==> config.mk <==
export PLATFORM = sky130hd
export DESIGN_NAME = keuf_ctrl
export DESIGN_NICKNAME = d
export VERILOG_FILES = /design/src/keuf_pkg.sv /design/src/keuf_ctrl.sv
export SDC_FILE = /design/constraint.sdc
export NUM_CORES = 1
export LEC_CHECK = 0
export ABC_AREA = 1
export BUFFER_PORTS_ARGS = -buffer_cell sky130_fd_sc_hd__buf_4
export CAP_MARGIN = 20
export CORE_AREA = 2 2 39 41
export CTS_CLUSTER_DIAMETER = 100
export CTS_CLUSTER_SIZE = 14
export DETAILED_ROUTE_END_ITERATION = 10
export DIE_AREA = 0 0 41 43
export SYNTH_ARGS = -nofsm -noshare
export SYNTH_HDL_FRONTEND = slang
export SYNTH_SLANG_ARGS = --single-unit
==> constraint.sdc <==
create_clock -name i_clk -period 1 [get_ports i_clk]
set_clock_uncertainty 0.05 [all_clocks]
set_input_delay 0.05 -clock i_clk [delete_from_list [all_inputs] [get_ports i_clk]]
set_output_delay 0.05 -clock i_clk [all_outputs]
set_load 0.005 [all_outputs]
==> src/keuf_pkg.sv <==
`timescale 1ns / 1ps
// ----------------------------------------------------------------------------
// keuf_pkg
// Shared constants and controller/datapath interface types for the Kruskal
// union-find core.
// ----------------------------------------------------------------------------
package keuf_pkg;

    localparam int MAX_NODES = 1024;
    localparam int VW        = $clog2(MAX_NODES);   // vertex number width
    localparam int NCW       = VW + 1;              // node count width

    typedef logic [VW-1:0]  t_vertex;
    typedef logic [NCW-1:0] t_count;

    // controller -> datapath
    typedef struct packed {
        logic clr_step;    // write identity entry, advance clear counter
        logic load_edge;   // latch endpoints, start walk on edge_from
        logic find_to;     // start walk on edge_to, keep first root
        logic find_adv;    // step walk to parent just read
        logic comp_init;   // restart at the search vertex for compression
        logic comp_rd;     // read parent of compression vertex
        logic comp_wr;     // point compression vertex at root, step on
        logic link;        // join roots if they differ
        logic out_load;    // load result register
    } t_cmd;

    // datapath -> controller
    typedef struct packed {
        logic clr_last;    // clear counter on last entry
        logic skip;        // new word is out of range or tree is full
        logic root_hit;    // parent read equals walk vertex
        logic comp_done;   // compression reached the root
        logic out_free;    // result register can take a word this cycle
    } t_status;

endpackage

==> src/keuf_ctrl.sv <==
`timescale 1ns / 1ps
// ----------------------------------------------------------------------------
// keuf_ctrl
// Sequencer for table clear, two root searches with compression, link and
// result hand-off.
// ----------------------------------------------------------------------------
module keuf_ctrl (
    input  logic              i_clk,
    input  logic              i_rst_n,
    input  logic              i_valid,
    output logic              o_ready,
    input  keuf_pkg::t_status i_status,
    output keuf_pkg::t_cmd    o_cmd
);

    localparam logic [2:0] ST_CLEAR    = 3'd0;
    localparam logic [2:0] ST_IDLE     = 3'd1;
    localparam logic [2:0] ST_FIND_RD  = 3'd2;
    localparam logic [2:0] ST_FIND_CHK = 3'd3;
    localparam logic [2:0] ST_COMP_RD  = 3'd4;
    localparam logic [2:0] ST_COMP_WR  = 3'd5;
    localparam logic [2:0] ST_LINK     = 3'd6;
    localparam logic [2:0] ST_OUT      = 3'd7;

    logic [2:0] r_state, n_state;
    logic       r_second, n_second;

    assign o_ready = (r_state == ST_IDLE);

    always_comb begin
        n_state  = r_state;
        n_second = r_second;
        o_cmd    = '0;
        unique case (r_state)
            ST_CLEAR: begin
                o_cmd.clr_step = 1'b1;
                if (i_status.clr_last) begin
                    n_state = ST_IDLE;
                end
            end
            ST_IDLE: begin
                if (i_valid) begin
                    o_cmd.load_edge = 1'b1;
                    n_second        = 1'b0;
                    n_state         = i_status.skip ? ST_OUT : ST_FIND_RD;
                end
            end
            ST_FIND_RD: begin
                // parent of the walk vertex is read on this edge
                n_state = ST_FIND_CHK;
            end
            ST_FIND_CHK: begin
                if (i_status.root_hit) begin
                    o_cmd.comp_init = 1'b1;
                    n_state         = ST_COMP_RD;
                end else begin
                    o_cmd.find_adv = 1'b1;
                    n_state        = ST_FIND_RD;
                end
            end
            ST_COMP_RD: begin
                if (i_status.comp_done) begin
                    if (r_second) begin
                        n_state = ST_LINK;
                    end else begin
                        o_cmd.find_to = 1'b1;
                        n_second      = 1'b1;
                        n_state       = ST_FIND_RD;
                    end
                end else begin
                    o_cmd.comp_rd = 1'b1;
                    n_state       = ST_COMP_WR;
                end
            end
            ST_COMP_WR: begin
                o_cmd.comp_wr = 1'b1;
                n_state       = ST_COMP_RD;
            end
            ST_LINK: begin
                o_cmd.link = 1'b1;
                n_state    = ST_OUT;
            end
            ST_OUT: begin
                // hold until the result register is free
                if (i_status.out_free) begin
                    o_cmd.out_load = 1'b1;
                    n_state        = ST_IDLE;
                end
            end
            default: begin
                n_state = ST_CLEAR;
            end
        endcase
    end

    always_ff @(posedge i_clk) begin
        if (!i_rst_n) begin
            r_state  <= ST_CLEAR;
            r_second <= 1'b0;
        end else begin
            r_state  <= n_state;
            r_second <= n_second;
        end
    end

endmodule

==> metrics <==
status=complete, but fails checks; failing checks=setup timing; GR Util met3=0.0471; Buffers on Ports=17; Routed WL per cell=11.3 um; gr usage total=0.165; Final Max Slew Viols=0; simple-gate share of the synthesized area=0.491; post-synthesis mux area share=0; Routed Antenna Nets=0; CTS clk-pin slew, worst paths=30 ps; Top Ports=18; Max stage delay cell, worst path=dfxtp_4; share of cells above drive strength 1=0.720; Reg2Reg Setup Slack=-260 ps; Hold Path Class=input pin to flop; TritonRoute pass-1 iters=4; M2 GR Usage=0.288; n_diodes=0; # setup viols final=14; via count=546; #FFs+latches synth=4; Comb power frac=0.688; sequential share of power=0.191; CP Class=flop to output port; crit-path max FO=5; first-pass GRT wire length=1970 um; WL final=1310 um; area leader, netlist=dfxtp_1; worst path bufs/invs=4; worst slew pin tran=256 ps; worst path cell trace=buf_6 > nand4_1 > buf_4 > inv_2 > buf_6; die width=41 um; Root Driver=clkbuf_4; Tmin final=1260 ps; Synth Net Count=71; row cnt=14; main combinational cell family by area after synthesis=simple AND/OR/NAND/NOR gates; setup ws final=-262 ps; Clock power frac=0.121; internal power=977 uW; H-tree depth=1; Post-synth EDFFs=0; CTS tree=yes; Worst IR Drop VDD=1030 uV; GPL Wtd Cong=0.781; die area=0.00176 sq mm; Starting DRT DRC Count=10; Worst path max stage delay=400 ps; Clock Latency Late Sink=230 ps; Leak=0.438 nW; Post-DP Area=594 sq um; critical path's top delay family=buffers and inverters; top-area cell type share of the netlist area=0.199; post-synthesis cell type count=17; max frequency=792 MHz; vias in the first global route=494; Switching Share=0.397; CP dominant cell by count=buf_6; Nets=110; largest net degree at the start of global routing=8; Slew HR=0.829; grt total ovfl=0; Starting Density=0.291; WP data required=900 ps; MaxCap Viol Count=0; count leader, synth=inv_1; initial antenna violation count=0; Final Cycle Share=1.26; power per cell area=1890 mW/mm^2; FFs w/ async S/R, synth=0; GRT Max-Usage Layer=met2; Die Ht=43 um; CP Launch Type=flop; Syn Inst Count=63; RSZ-0062 raised after global routing=yes; Synth Area in XOR/XNOR=0; pre-CTS WS=-264 ps; Hold Vio Cnt, Final=0; crit end category=output port; top cell types by occurrence after synthesis=inv_1 (14), nand2_1 (11), nand3_1 (6), nand4_1 (5); DRC=0; M1 GR Usage=0.170; Final Cell Area=858 sq um; Psw=644 uW; clock buffer depth=2; Syn Std Cell Area=403 sq um; Synth area leaders=dfxtp_1 (20%), inv_1 (13%), nand2_1 (10%); post-synthesis compound-gate area fraction=0.0497; warnings from Yosys=0; DP HPWL=781 um; Mean Syn Cell Area=6.40 sq um; Synth Area in Adders=0; WP data arrival=1160 ps; vias per std cell=4.71; clock sinks=4; cts-stage hold buffer count=0; TritonCTS Buffers=3; Synth Flop Type=dfxtp_1; synthesis-to-layout area growth=113%; Core Region=0.00138 sq mm; sequential fraction of the synthesis area=0.199
-- power by group through the flow --
stage | Sequential, mW | Combinational [mW] | Clock [mW]
6_report | 0.309 | 1.12 | 0.196
5_1_grt | 0.314 | 1.19 | 0.215
4_1_cts | 0.302 | 0.979 | 0.205
3_5_place_dp | 0.281 | 0.637 | 0
3_3_place_gp | 0.279 | 0.632 | 0
2_1_floorplan | 0.220 | 0.485 | 0
-- path summary, 6_finish.rpt --
check | from | end | cells past startpoint
setup / recovery | r_state[0] | o_cmd[4] | 5
hold reg to reg | r_second | r_second | 2
setup reg to reg | r_state[2] | r_state[2] | 6
hold / removal | i_rst_n | r_state[0] | 3
-- flip-flops by register name (all words and copies together) (netlist names) --
signal / cells
r_second: 1
r_state: 3
-- logic make-up (layout without fill, tap and decap cells) --
logic type,count (synthesis),after routing
buffers and inverters,20,57
AOI/OAI and AO/OA,4,4
DFF,4,4
and+or+nand+nor,35,35
-- cell type report --
type	count	area, sq um
Multi-Input combinational cell	39	293
Sequential cell	4	91.3
Inverter	17	73.8
Fill cell	121	526
Tap cell	16	20.0
Timing Repair Buffer	37	358
Clock buffer	3	22.5
-- per-stage QoR --
| stage | total power, mW | util | hold slack, ps | TNS, ps | instances |
|---|---|---|---|---|---|
| 4_1_cts | 1.49 | 0.568 | 4.10 | -2740 | 113 |
| 6_report | 1.62 | 0.620 | 11.5 | -3020 | 116 |
| 5_1_grt | 1.72 | 0.620 | 12.6 | -3780 | 116 |
| 3_5_place_dp | 0.918 | 0.429 | 255 | -1900 | 103 |
| 3_3_place_gp | 0.911 | 0.429 | 259 | -1680 | 103 |
| 2_1_floorplan | 0.705 | - | 76.2 | -265 | 63 |
-- worst reg2reg max path, delay by kind of cell (launching register included) --
kind                   cells  cell delay [ps]
buffers and inverters      1              150
AND/OR/NAND/NOR            4              500
flip-flops                 1              370
AO/OA/AOI/OAI              1              120
-- placed cells by master, fill, tap and decap left out --
master	synthesis	final
nor3_2	0	1
nand3_1	6	3
inv_6	1	1
nor3b_1	1	1
a21oi_2	0	2
dfxtp_4	0	3
nor2_2	2	2
buf_12	0	1
inv_2	1	5
nand4_1	5	5
buf_4	0	18
inv_1	14	9
nand3_2	1	3
inv_4	1	2
buf_6	3	18
clkbuf_4	0	3
nand3_4	0	1
nand2_4	2	3
nor2_1	4	1
nor2_4	2	5
nand2_1	11	6
dfxtp_1	4	1
a21oi_1	4	2
nand2_2	0	4
-- per-layer routing --
layer / part of all wire / wire length, um / vias up
met5: 0 / 0 / -
li1: - / - / 274
met1: 0.38 / 493 / 249
met4: 0 / 0 / 0
met3: 0.048 / 63 / 0
met2: 0.58 / 757 / 23
-- what timing repair did --
| action | in CTS | in global routing |
|---|---|---|
| gates resized for setup | 34 | 14 |
| gates cloned | 0 | 0 |
| hold endpoints to repair | 0 | 0 |
| endpoints found under the setup margin | 14 | 14 |
| setup buffers | 7 | 3 |
| pin swaps | 8 | 7 |
Power figures use the tool's default switching activity.
